## config.mk

```make
export PLATFORM = sky130hd
export DESIGN_NAME = keyword_field_extract_filter
export DESIGN_NICKNAME = d
export VERILOG_FILES = /design/src/hdl/kfef_pkg.sv /design/src/hdl/keyword_field_extract_filter.sv /design/src/hdl/kfef_scan.sv /design/src/hdl/kfef_store.sv
export SDC_FILE = /design/constraint.sdc
export NUM_CORES = 1
export LEC_CHECK = 0
export BUFFER_PORTS_ARGS = -buffer_cell sky130_fd_sc_hd__buf_2
export CORE_MARGIN = 5
export CORE_UTILIZATION = 45
export DETAILED_ROUTE_END_ITERATION = 12
export GPL_TIMING_DRIVEN = 0
export SETUP_SLACK_MARGIN = 0.1
export SLEW_MARGIN = 0
export SYNTH_ARGS = -nofsm -noshare
export SYNTH_HDL_FRONTEND = slang
export SYNTH_SLANG_ARGS = --single-unit
```

## constraint.sdc

```tcl
create_clock -name aclk -period 7.9 [get_ports aclk]
set_clock_uncertainty 0.15 [all_clocks]
set_input_delay 1.58 -clock aclk [delete_from_list [all_inputs] [get_ports aclk]]
set_output_delay 1.58 -clock aclk [all_outputs]
set_load 0.1 [all_outputs]
```

## src/hdl/kfef_pkg.sv

```systemverilog
// ----------------------------------------------------------------------------
// kfef_pkg
// Shared types, codes and key tables for the keyword field extract filter.
// ----------------------------------------------------------------------------
package kfef_pkg;

    // Length of the search key "intentStr":" including its quotes.
    localparam int KEY_LEN = 13;

    // Byte constants used by the filter.
    localparam logic [7:0] CHAR_QUOTE = 8'h22;
    localparam logic [7:0] CHAR_CR    = 8'h0D;
    localparam logic [7:0] CHAR_ZERO  = 8'h30;
    localparam logic [7:0] CHAR_NINE  = 8'h39;

    // Register indexes as decoded from paddr[2].
    localparam logic REG_OUTPUT_LIMIT    = 1'b0;
    localparam logic REG_WHOLE_TEXT_MODE = 1'b1;

    // Reset value of the output limit register.
    localparam logic [6:0] OUTPUT_LIMIT_RESET = 7'd64;

    // Phase of the text scan.
    typedef enum logic [1:0] {
        PH_SEARCH,
        PH_COLLECT,
        PH_DONE,
        PH_FILTER
    } kfef_phase_t;

    // Delivery request from the scanner to the store sequencer.
    typedef struct packed {
        logic start;
        logic term;
        logic not_found;
    } kfef_req_t;

    // Byte of the key at a given match position.
    function automatic logic [7:0] key_byte(input logic [3:0] idx);
        logic [7:0] b;
        unique case (idx)
            4'd0:    b = 8'h22;
            4'd1:    b = 8'h69;
            4'd2:    b = 8'h6E;
            4'd3:    b = 8'h74;
            4'd4:    b = 8'h65;
            4'd5:    b = 8'h6E;
            4'd6:    b = 8'h74;
            4'd7:    b = 8'h53;
            4'd8:    b = 8'h74;
            4'd9:    b = 8'h72;
            4'd10:   b = 8'h22;
            4'd11:   b = 8'h3A;
            4'd12:   b = 8'h22;
            default: b = 8'h00;
        endcase
        return b;
    endfunction

    // Advance the key matcher by one byte. The prefix table only ever falls
    // back to position one or zero, so at most two fallback steps are needed.
    function automatic logic [3:0] match_step(input logic [3:0] pos,
                                              input logic [7:0] b);
        logic [3:0] res;
        logic       fb_one;
        fb_one = (pos == 4'd11);
        if (key_byte(pos) == b) begin
            res = pos + 4'd1;
        end else if (pos == 4'd0) begin
            res = 4'd0;
        end else if (fb_one && (key_byte(4'd1) == b)) begin
            res = 4'd2;
        end else if (key_byte(4'd0) == b) begin
            res = 4'd1;
        end else begin
            res = 4'd0;
        end
        return res;
    endfunction

endpackage

```

## src/hdl/keyword_field_extract_filter.sv

```systemverilog
// ----------------------------------------------------------------------------
// keyword_field_extract_filter
// Extracts the quoted field after the key "intentStr":" from a byte stream,
// or filters the whole text, dropping digits and carriage returns.
// ----------------------------------------------------------------------------
//  Channel   Direction  Handshake          Payload
//  s_        in         s_valid/s_ready    s_in_byte, s_end_of_text
//  m_        out        m_valid/m_ready    m_out_byte, m_last_item, m_status
//  APB       in         psel/penable       paddr, pwdata, prdata
//
// The scanner accepts one item per cycle while s_ready is high.
// A delivery of k result items holds s_ready low while the sequencer
// loads them through the store's read port, one item per cycle except
// while m_ready stays low. Reset needs no clearing pass: the
// keyword store is only read at entries written during the current text.
// ----------------------------------------------------------------------------
module keyword_field_extract_filter #(
    parameter int MAX_KEYWORD = 64
) (
    input  logic        aclk,
    input  logic        aresetn,
    input  logic        s_valid,
    output logic        s_ready,
    input  logic [7:0]  s_in_byte,
    input  logic        s_end_of_text,
    output logic        m_valid,
    input  logic        m_ready,
    output logic [7:0]  m_out_byte,
    output logic        m_last_item,
    output logic        m_status,
    input  logic        psel,
    input  logic        penable,
    input  logic        pwrite,
    input  logic [2:0]  paddr,
    input  logic [31:0] pwdata,
    output logic [31:0] prdata,
    output logic        pready
);

    localparam int CNT_W  = $clog2(MAX_KEYWORD + 1);
    localparam int ADDR_W = (MAX_KEYWORD > 1) ? $clog2(MAX_KEYWORD) : 1;

    logic [6:0]          output_limit_reg;
    logic                whole_text_mode_reg;
    logic                busy, accept, wr_en;
    logic [ADDR_W-1:0]   wr_addr;
    logic [7:0]          wr_data;
    kfef_pkg::kfef_req_t req;
    logic [CNT_W-1:0]    req_count;

    // Configuration register writes.
    always_ff @(posedge aclk) begin
        if (!aresetn) begin
            output_limit_reg    <= kfef_pkg::OUTPUT_LIMIT_RESET;
            whole_text_mode_reg <= 1'b0;
        end else if (psel && penable && pwrite) begin
            unique case (paddr[2])
                kfef_pkg::REG_OUTPUT_LIMIT:    output_limit_reg    <= pwdata[6:0];
                kfef_pkg::REG_WHOLE_TEXT_MODE: whole_text_mode_reg <= pwdata[0];
                default: begin
                end
            endcase
        end
    end

    // Configuration register reads.
    always_comb begin
        unique case (paddr[2])
            kfef_pkg::REG_OUTPUT_LIMIT:    prdata = {25'd0, output_limit_reg};
            kfef_pkg::REG_WHOLE_TEXT_MODE: prdata = {31'd0, whole_text_mode_reg};
            default:                       prdata = 32'd0;
        endcase
    end

    assign pready  = 1'b1;
    assign s_ready = !busy;
    assign accept  = s_valid && s_ready;

    // Scanner and matcher.
    kfef_scan #(
        .MAX_KEYWORD (MAX_KEYWORD),
        .CNT_W       (CNT_W),
        .ADDR_W      (ADDR_W)
    ) u_scan (
        .aclk            (aclk),
        .aresetn         (aresetn),
        .accept          (accept),
        .in_byte         (s_in_byte),
        .end_of_text     (s_end_of_text),
        .output_limit    (output_limit_reg),
        .whole_text_mode (whole_text_mode_reg),
        .wr_en           (wr_en),
        .wr_addr         (wr_addr),
        .wr_data         (wr_data),
        .req             (req),
        .req_count       (req_count)
    );

    // Keyword store and delivery.
    kfef_store #(
        .MAX_KEYWORD (MAX_KEYWORD),
        .CNT_W       (CNT_W),
        .ADDR_W      (ADDR_W)
    ) u_store (
        .aclk        (aclk),
        .aresetn     (aresetn),
        .wr_en       (wr_en),
        .wr_addr     (wr_addr),
        .wr_data     (wr_data),
        .req         (req),
        .req_count   (req_count),
        .busy        (busy),
        .m_valid     (m_valid),
        .m_ready     (m_ready),
        .m_out_byte  (m_out_byte),
        .m_last_item (m_last_item),
        .m_status    (m_status)
    );

endmodule

```

## src/hdl/kfef_scan.sv

```systemverilog
// ----------------------------------------------------------------------------
// kfef_scan
// Text scanner: key matcher, phase control, kept-byte counter and store
// write port; raises a delivery request at the closing quote or text end.
// ----------------------------------------------------------------------------
module kfef_scan #(
    parameter int MAX_KEYWORD = 64,
    parameter int CNT_W       = $clog2(MAX_KEYWORD + 1),
    parameter int ADDR_W      = (MAX_KEYWORD > 1) ? $clog2(MAX_KEYWORD) : 1
) (
    input  logic               aclk,
    input  logic               aresetn,
    input  logic               accept,
    input  logic [7:0]         in_byte,
    input  logic               end_of_text,
    input  logic [6:0]         output_limit,
    input  logic               whole_text_mode,
    output logic               wr_en,
    output logic [ADDR_W-1:0]  wr_addr,
    output logic [7:0]         wr_data,
    output kfef_pkg::kfef_req_t req,
    output logic [CNT_W-1:0]   req_count
);

    localparam int CMP_W = (CNT_W > 7) ? CNT_W : 7;
    localparam logic [CNT_W-1:0] MAX_CNT = CNT_W'(MAX_KEYWORD);

    kfef_pkg::kfef_phase_t phase_reg, phase_next, phase_mid, phase_eff;
    logic [3:0]       match_reg, match_next, match_eff, match_adv;
    logic [CNT_W-1:0] kept_reg, kept_next, kept_mid;

    logic             nonzero, is_end, is_quote, keepable, has_room, store_it;
    logic [CMP_W-1:0] limit_ext, lim_wide;
    logic [CNT_W-1:0] lim;
    logic             term, deliver, not_found;

    // Byte classification.
    always_comb begin
        nonzero  = (in_byte != 8'h00);
        is_end   = end_of_text || !nonzero;
        is_quote = (in_byte == kfef_pkg::CHAR_QUOTE);
        keepable = !((in_byte >= kfef_pkg::CHAR_ZERO) && (in_byte <= kfef_pkg::CHAR_NINE))
                   && (in_byte != kfef_pkg::CHAR_CR);
        has_room = (kept_reg < MAX_CNT);
    end

    // Whole-text mode takes over while still searching; the partial match
    // is dropped in that case.
    always_comb begin
        if ((phase_reg == kfef_pkg::PH_SEARCH) && whole_text_mode) begin
            phase_eff = kfef_pkg::PH_FILTER;
            match_eff = 4'd0;
        end else begin
            phase_eff = phase_reg;
            match_eff = match_reg;
        end
        match_adv = kfef_pkg::match_step(match_eff, in_byte);
    end

    // Next state: effect of the byte, then the return to reset at text end.
    always_comb begin
        phase_mid = phase_eff;
        kept_mid  = kept_reg;
        match_next = match_eff;
        unique case (phase_eff)
            kfef_pkg::PH_SEARCH: begin
                if (nonzero) begin
                    if (match_adv == 4'(kfef_pkg::KEY_LEN)) begin
                        phase_mid  = kfef_pkg::PH_COLLECT;
                        match_next = 4'd0;
                    end else begin
                        match_next = match_adv;
                    end
                end
            end
            kfef_pkg::PH_COLLECT: begin
                if (nonzero && is_quote) begin
                    phase_mid = kfef_pkg::PH_DONE;
                end else if (nonzero && keepable && has_room) begin
                    kept_mid = kept_reg + CNT_W'(1);
                end
            end
            kfef_pkg::PH_FILTER: begin
                if (nonzero && keepable && has_room) begin
                    kept_mid = kept_reg + CNT_W'(1);
                end
            end
            kfef_pkg::PH_DONE: begin
            end
            default: begin
            end
        endcase

        phase_next = phase_mid;
        kept_next  = kept_mid;
        if (is_end) begin
            phase_next = kfef_pkg::PH_SEARCH;
            match_next = 4'd0;
            kept_next  = '0;
        end
    end

    // Outputs: store write and delivery request.
    always_comb begin
        store_it = nonzero && keepable && has_room &&
                   (((phase_eff == kfef_pkg::PH_COLLECT) && !is_quote) ||
                    (phase_eff == kfef_pkg::PH_FILTER));
        wr_en   = accept && store_it;
        wr_addr = kept_reg[ADDR_W-1:0];
        wr_data = in_byte;

        // Limit clamped to 1..MAX_KEYWORD.
        limit_ext = CMP_W'(output_limit);
        if (output_limit == 7'd0) begin
            lim_wide = CMP_W'(1);
        end else if (limit_ext > CMP_W'(MAX_KEYWORD)) begin
            lim_wide = CMP_W'(MAX_KEYWORD);
        end else begin
            lim_wide = limit_ext;
        end
        lim = lim_wide[CNT_W-1:0];

        deliver   = accept &&
                    (((phase_eff == kfef_pkg::PH_COLLECT) && nonzero && is_quote) ||
                     (is_end && (phase_mid == kfef_pkg::PH_FILTER)));
        not_found = accept && is_end &&
                    ((phase_mid == kfef_pkg::PH_SEARCH) ||
                     (phase_mid == kfef_pkg::PH_COLLECT));
        term      = (kept_mid < lim);

        req.start     = deliver || not_found;
        req.not_found = not_found;
        req.term      = not_found || term;
        if (not_found) begin
            req_count = '0;
        end else if (term) begin
            req_count = kept_mid;
        end else begin
            req_count = lim;
        end
    end

    // State registers.
    always_ff @(posedge aclk) begin
        if (!aresetn) begin
            phase_reg <= kfef_pkg::PH_SEARCH;
            match_reg <= 4'd0;
            kept_reg  <= '0;
        end else if (accept) begin
            phase_reg <= phase_next;
            match_reg <= match_next;
            kept_reg  <= kept_next;
        end
    end

endmodule

```

## src/hdl/kfef_store.sv

```systemverilog
// ----------------------------------------------------------------------------
// kfef_store
// Keyword store memory with its delivery sequencer and output register.
// ----------------------------------------------------------------------------
module kfef_store #(
    parameter int MAX_KEYWORD = 64,
    parameter int CNT_W       = $clog2(MAX_KEYWORD + 1),
    parameter int ADDR_W      = (MAX_KEYWORD > 1) ? $clog2(MAX_KEYWORD) : 1
) (
    input  logic                aclk,
    input  logic                aresetn,
    input  logic                wr_en,
    input  logic [ADDR_W-1:0]   wr_addr,
    input  logic [7:0]          wr_data,
    input  kfef_pkg::kfef_req_t req,
    input  logic [CNT_W-1:0]    req_count,
    output logic                busy,
    output logic                m_valid,
    input  logic                m_ready,
    output logic [7:0]          m_out_byte,
    output logic                m_last_item,
    output logic                m_status
);

    logic [7:0] mem [MAX_KEYWORD];

    logic             seq_active_reg;
    logic [CNT_W-1:0] idx_reg, data_cnt_reg, total_reg;
    logic             nf_reg;

    logic             valid_reg, last_reg, status_reg, is_data_reg;
    logic [7:0]       rdata_reg;

    logic             advance, issue, issue_last;

    // An item is loaded whenever the output register is empty or draining.
    always_comb begin
        advance    = !valid_reg || m_ready;
        issue      = seq_active_reg && advance;
        issue_last = (idx_reg == (total_reg - CNT_W'(1)));
    end

    // Store write port.
    always_ff @(posedge aclk) begin
        if (wr_en) begin
            mem[wr_addr] <= wr_data;
        end
    end

    // Store read port; the read register doubles as the output payload.
    always_ff @(posedge aclk) begin
        if (issue) begin
            rdata_reg <= mem[idx_reg[ADDR_W-1:0]];
        end
    end

    // Sequencer: one item per cycle unless stalled; keyword bytes, any terminator
    always_ff @(posedge aclk) begin
        if (!aresetn) begin
            seq_active_reg <= 1'b0;
            idx_reg        <= '0;
        end else if (req.start) begin
            seq_active_reg <= 1'b1;
            idx_reg        <= '0;
        end else if (issue) begin
            idx_reg <= idx_reg + CNT_W'(1);
            if (issue_last) begin
                seq_active_reg <= 1'b0;
            end
        end
    end

    // Request parameters.
    always_ff @(posedge aclk) begin
        if (req.start) begin
            data_cnt_reg <= req_count;
            total_reg    <= req_count + CNT_W'(req.term);
            nf_reg       <= req.not_found;
        end
    end

    // Output register.
    always_ff @(posedge aclk) begin
        if (!aresetn) begin
            valid_reg <= 1'b0;
        end else if (advance) begin
            valid_reg <= issue;
        end
    end

    always_ff @(posedge aclk) begin
        if (issue) begin
            last_reg    <= issue_last;
            status_reg  <= nf_reg;
            is_data_reg <= (idx_reg < data_cnt_reg);
        end
    end

    assign busy        = seq_active_reg;
    assign m_valid     = valid_reg;
    assign m_out_byte  = is_data_reg ? rdata_reg : 8'h00;
    assign m_last_item = last_reg;
    assign m_status    = status_reg;

endmodule
```

==> metrics.cfg, run 1 <==
[timing]
max_freq_mhz=138
rsz0062_at_grt=false
tightest_slew_ns=1.38
worst_slack_ns=0.641
slew_headroom=0.0779
post-route-period-util=0.919
hold_violations=0
fin_crit_ns=7.26
setup_viol=0
drv_slew=0

[yosys]
synth-edff-count=538
synth_area_um2=23800
synth-main-ff-cell=edfxtp_1
async_reset_ff_frac=0
yosysSeqAreaShare=0.705
syn_inst=1290
ys_ff_latch=568
yosysWarnings=0
avgSynthCellArea_um2=18.4
synth_cell_types=64

[power]
power.switching_uw=1350
intPower_uw=4950
peakVddDrop_v=0.000170
comb_power_share=0.056
p_per_area_nw_per_um2=236
power_frac_clock=0.419
p_sw_frac=0.214
power.leakage_uw=0.00826
seqPwrFrac=0.525

[run_status]
status=completed

[layout]
regArea_um2=16800
instances_no_fill=2147
fillers=4243
diodes=0
multiInputGateArea_um2=6510
drive_above_1_share=0.223
synthToLayoutAreaGrowth_pct=12.5
layout.nets=1485
largest_register_ffs=512

[global_routing]
grt_pass1_vias=12100
grtUsageTotal=0.188
grt_max_degree=73
grt_pass1_wl_um=80300
overflow=0
antenna_found_initial=0

[clock_tree]
cts_resized=0
clock_latency_ns=0.61
clockRootBuffer=clkbuf_16
postCtsHoldBufs=0
cts_tree=built
cts_sinks=568
numCtsBuffers=56
cts_max_level=2
clk_path_buf_depth=3
cts_post_setup_buffers_inserted=0
path_clk_slew_ns=0.06

[routing]
vias_per_cell=5.74
vias=12300
wirelength_um=54100
ant_nets=0
avgRoutedWirePerCell_um=25.2
drc=0
drtPass1Iterations=7
drt-initial-drc-count=1183

[placement]
io_buffers=41
dp.cells=2043
dp_hpwl_um=34900
globalplace.congestion=0.842
dpl_worst_slack_ns=-0.0568

[worst_setup_path]
worstSetupPathType=in2reg
required_ns=8.10
cp_max_fo=65
start_kind=primary input
arrival_ns=7.46
cp-end-kind=flop

[floorplan]
start_util=0.453
rows=84
die_x_um=240
core_area_um2=52400
ioPinCount=96
die_area_um2=57500
die-height_um=240

[hold_path]
hp-class=reg2reg

[run]
cap_violations=0

[final timing paths]
| path | startpoint | endpoint | slack (ns) | cells after the start |
|---|---|---|---|---|
| max | s_in_byte[1] | u_store.total_reg[3]$_DFFE_PP_ | 0.64 | 24 |
| min | u_store.nf_reg$_DFFE_PP_ | u_store.m_status$_DFFE_PP_ | 0.29 | 0 |
| max reg2reg | u_scan.phase_reg[1]$_SDFFE_PN0P_ | u_store.total_reg[3]$_DFFE_PP_ | 2.15 | 22 |
| min reg2reg | u_store.nf_reg$_DFFE_PP_ | u_store.m_status$_DFFE_PP_ | 0.29 | 0 |
[synthesized netlist by cell type (4+ instances only)]
| master | n | area share |
|---|---|---|
| a211oi_1 | 5 | 0.0016 |
| a21boi_0 | 10 | 0.0032 |
| a21oi_1 | 22 | 0.0046 |
| a22oi_1 | 6 | 0.0019 |
| a31oi_1 | 4 | 0.0011 |
| and2_1 | 12 | 0.0032 |
| buf_1 | 25 | 0.0039 |
| buf_4 | 26 | 0.0082 |
| clkbuf_1 | 45 | 0.0071 |
| dfxtp_1 | 30 | 0.025 |
| edfxtp_1 | 538 | 0.68 |
| ha_1 | 21 | 0.011 |
| inv_1 | 29 | 0.0046 |
| mux4_2 | 168 | 0.16 |
| nand2_1 | 48 | 0.0076 |
| nand2b_1 | 6 | 0.0016 |
| nand3_1 | 18 | 0.0038 |
| nand3b_1 | 4 | 0.0013 |
| nand4_1 | 14 | 0.0037 |
| nand4b_1 | 6 | 0.0022 |
| nor2_1 | 94 | 0.015 |
| nor2b_1 | 21 | 0.0055 |
| nor3_1 | 9 | 0.0019 |
| nor3b_1 | 7 | 0.0022 |
| nor4_1 | 6 | 0.0016 |
| o211ai_1 | 5 | 0.0016 |
| o21ai_0 | 14 | 0.0029 |
| or3_1 | 6 | 0.0016 |
| or3b_2 | 5 | 0.0018 |
| xnor2_1 | 16 | 0.0059 |
| xor2_1 | 14 | 0.0052 |
[through the flow]
stage	instance area, µm²	setup TNS (ns)	power [µW]	hold WS (ns)	util
floorplan	23900	0	3610	0.250	-
global placement	24900	0	3720	0.259	0.475
detailed placement	24900	-0.0902	3730	0.280	0.475
CTS	26700	0	6350	0.294	0.510
global route	26800	0	6490	0.303	0.510
finish	26800	0	6300	0.288	0.510
[critical path, stage by stage]
cell and delay, ns:
buf_2 0.53, buf_6 0.35, or3_1 0.39, or4_1 0.40
a311o_1 0.37, buf_6 0.15, nand3_1 0.09, xor2_1 0.29
inv_1 0.13, ha_1 0.30, a211oi_1 0.25, o211ai_1 0.14
or3_1 0.33, a211o_1 0.32, and3_4 0.21, buf_2 0.18
o21ai_0 0.09, o21ai_0 0.10, nor2_1 0.17, ha_1 0.20
inv_1 0.07, a2111oi_4 0.23, or3b_1 0.39, xor2_1 0.14
[metal layers]
layer,share of wire,global-route usage
met4,0.019,0.0433
met1,0.43,0.274
met2,0.49,0.304
met3,0.061,0.0305
met5,0,0
[cell families after synthesis]
family | synth area share
DFF | 0.705
and+or+nand+nor | 0.0593
muxes | 0.161
buffers and inverters | 0.0252
AOI/OAI and AO/OA | 0.0268
xor gates and xnor gates | 0.0111
adders and majority gates | 0.0111
other | 0.000316
[placed cells by master (no fill, tap or decap), types with 5 or more instances in the layout]
| master | netlist | routed |
|---|---|---|
| nor3b_1 | 7 | 7 |
| buf_2 | 1 | 36 |
| nand4_1 | 14 | 14 |
| ha_1 | 21 | 21 |
| nand2b_1 | 6 | 6 |
| nor4_1 | 6 | 6 |
| dfxtp_1 | 30 | 30 |
| buf_1 | 25 | 25 |
| or3_1 | 6 | 6 |
| o211ai_1 | 5 | 5 |
| nand2_1 | 48 | 48 |
| nand4b_1 | 6 | 6 |
| inv_1 | 29 | 29 |
| xnor2_1 | 16 | 16 |
| mux4_2 | 168 | 168 |
| xor2_1 | 14 | 14 |
| nor2_1 | 94 | 94 |
| a22oi_1 | 6 | 6 |
| a211oi_1 | 5 | 5 |
| and2_1 | 12 | 12 |
| edfxtp_1 | 538 | 538 |
| a21boi_0 | 10 | 10 |
| a21oi_1 | 22 | 22 |
| bufinv_16 | 0 | 7 |
| buf_4 | 26 | 32 |
| or3b_2 | 5 | 5 |
| clkbuf_1 | 45 | 63 |
| nand3_1 | 18 | 18 |
| conb_1 | 2 | 26 |
| clkbuf_16 | 0 | 56 |
| clkinv_1 | 1 | 16 |
| nor2b_1 | 21 | 21 |
| o21ai_0 | 14 | 14 |
| nor3_1 | 9 | 9 |
[power by group through the flow]
| stage | registers, µW | clock network (µW) | logic (µW) |
|---|---|---|---|
| 2_1_floorplan | 3370 | 0 | 235 |
| 3_3_place_gp | 3370 | 0 | 351 |
| 3_5_place_dp | 3370 | 0 | 356 |
| 4_1_cts | 3310 | 2690 | 356 |
| 5_1_grt | 3310 | 2810 | 375 |
| 6_report | 3310 | 2640 | 352 |
[layout make-up]
cell class,instances,share of cell area
Clock inverter,30,0.0128
Sequential cell,568,0.626
Tap cell,688,0.0322
Inverter,30,0.00421
Clock buffer,74,0.0549
Buffer,99,0.0181
Timing Repair Buffer,41,0.00823
Multi-Input combinational cell,617,0.243
Power figures use the tool's default switching activity.
==> inputs of run 2 (changes only) <==
--- a/config.mk
+++ b/config.mk
@@ -8,9 +8,12 @@
 export BUFFER_PORTS_ARGS = -buffer_cell sky130_fd_sc_hd__buf_2
 export CORE_MARGIN = 5
 export CORE_UTILIZATION = 45
+export CTS_CLUSTER_SIZE = 20
 export DETAILED_ROUTE_END_ITERATION = 12
 export GPL_TIMING_DRIVEN = 0
+export RECOVER_POWER = 25
 export SETUP_SLACK_MARGIN = 0.1
+export SKIP_LAST_GASP = 1
 export SLEW_MARGIN = 0
 export SYNTH_ARGS = -nofsm -noshare
 export SYNTH_HDL_FRONTEND = slang
==> run 2 against run 1 <==
  * The run now ends with capacitance limit, slew limit left
  * Utilization about the same
  * Worst hold slack is essentially flat
  * Power grew 0.22%
  * Largest cell class unchanged
  * Highest routed layer unchanged
==> metrics.cfg, run 2 (same netlist as run 1, synthesis figures left out) <==
[run_status]
status=finished, violations left
violations=capacitance limit, slew limit

[power]
power.switching_uw=1340
peakVddDrop_v=0.000162
p_sw_frac=0.213
comb_power_share=0.056
p_per_area_nw_per_um2=236
power_frac_clock=0.420
seqPwrFrac=0.524
intPower_uw=4970
power.leakage_uw=0.00827

[timing]
post-route-period-util=0.917
setup_viol=0
hold_violations=0
slew_headroom=-0.561
tightest_slew_ns=2.34
worst_slack_ns=0.654
worst_hold_slack_ns=0.288
max_freq_mhz=138
setup_tns_ns=0
fin_crit_ns=7.25
drv_slew=51
rsz0062_at_grt=false

[routing]
drt-initial-drc-count=1255
drc=0
vias_per_cell=5.72
vias=12300
wirelength_um=54100
drtPass1Iterations=5
ant_nets=0
avgRoutedWirePerCell_um=25.2

[global_routing]
busiest_layer=met2
grt_max_degree=73
overflow=0
grt_pass1_vias=12100
use_met3=0.0360
grt_pass1_wl_um=80200
grtUsageTotal=0.188
grtUsageMet1=0.273
antenna_found_initial=0
met2_usage=0.304

[layout]
layout.nets=1486
largest_register_ffs=512
mostFrequentLayoutCell=edfxtp_1
diodes=0
synthToLayoutAreaGrowth_pct=12.6
final_cell_mix=edfxtp_1 (538), mux4_2 (168), nor2_1 (94)
drive_above_1_share=0.221

[clock_tree]
cts_tree=built
clockRootBuffer=clkbuf_16
clock_latency_ns=0.60
cts_resized=0
cts_max_level=2
clk_path_buf_depth=3
postCtsHoldBufs=0
numCtsBuffers=56
path_clk_slew_ns=0.06
cts_post_setup_buffers_inserted=0
cts_sinks=568

[worst_setup_path]
required_ns=8.09
cp-end-kind=flop
rr_worst_depth=19
rr_startpoint=u_scan.phase_reg[1]$_SDFFE_PN0P_
cp_max_fo=65
reg2reg_to=u_store.total_reg[6]$_DFFE_PP_
arrival_ns=7.43
worstSetupPathType=in2reg
start_kind=primary input
reg2reg_slack_ns=2.19

[floorplan]
die_area_um2=57500
core_area_um2=52400
die_x_um=240
rows=84
start_util=0.453
die-height_um=240
ioPinCount=96

[run]
cap_violations=1

[hold_path]
whs_path_depth=0
hp-class=reg2reg
min_to=u_store.m_status$_DFFE_PP_
hp-start=u_store.nf_reg$_DFFE_PP_

[placement]
dpl_worst_slack_ns=-0.0568
io_buffers=41
globalplace.congestion=0.842
dp_hpwl_um=34900

[run 2: how the worst max path moves through the flow]
stage | from | to | cells past startpoint
after floorplan | s_in_byte[1] | u_store.total_reg[3]$_DFFE_PP_ | 23
after CTS | s_in_byte[4] | u_store.total_reg[6]$_DFFE_PP_ | 19
after global routing | s_in_byte[6] | u_store.total_reg[6]$_DFFE_PP_ | 19
after detailed placement | s_in_byte[0] | u_store.total_reg[6]$_DFFE_PP_ | 19
final | s_in_byte[1] | u_store.total_reg[6]$_DFFE_PP_ | 21
after global placement | s_in_byte[2] | u_store.total_reg[6]$_DFFE_PP_ | 19
[run 2: final cells by class]
type | instances | area [µm²]
clock buffer | 75 | 1490
clock inverter | 29 | 337
fill | 4241 | 25700
buffer | 99 | 485
multi-input combinational | 617 | 6510
inverter | 30 | 113
sequential | 568 | 16800
timing repair buffer | 42 | 219
tap | 688 | 861
[run 2: metrics by stage]
stage / util / cell area, µm² / power, µW / cells
finish: 0.510 / 26800 / 6320 / 2148
global route: 0.510 / 26800 / 6510 / 2148
CTS: 0.510 / 26800 / 6370 / 2147
detailed placement: 0.475 / 24900 / 3730 / 2043
global placement: 0.475 / 24900 / 3720 / 2043
floorplan: - / 23900 / 3610 / 1314
[run 2: power groups by stage]
stage          Sequential (µW)  Clock [µW]  Combinational, µW
2_1_floorplan             3370           0                235
3_3_place_gp              3370           0                351
3_5_place_dp              3370           0                356
4_1_cts                   3310        2710                357
5_1_grt                   3310        2830                375
6_report                  3310        2660                353
[run 2: per-layer routing]
| layer | up-vias | wire (µm) |
|---|---|---|
| li1 | 5407 | - |
| met1 | 6437 | 23600 |
| met3 | 62 | 3130 |
| met2 | 374 | 26600 |
| met5 | - | 0 |
| met4 | 0 | 808 |
[run 2: critical path, stage by stage]
cell and delay, ns:
buf_2 0.53, buf_6 0.35, or3_1 0.39, or4_1 0.40
a311o_1 0.38, buf_6 0.15, nand3_1 0.09, xor2_1 0.28
inv_1 0.13, ha_1 0.30, a211oi_1 0.24, o211ai_1 0.14
or3_1 0.33, a211o_1 0.32, and3_4 0.21, buf_2 0.18
a2111oi_0 0.64, ha_1 0.31, and2_1 0.16, nand4_1 0.12
xnor2_1 0.17
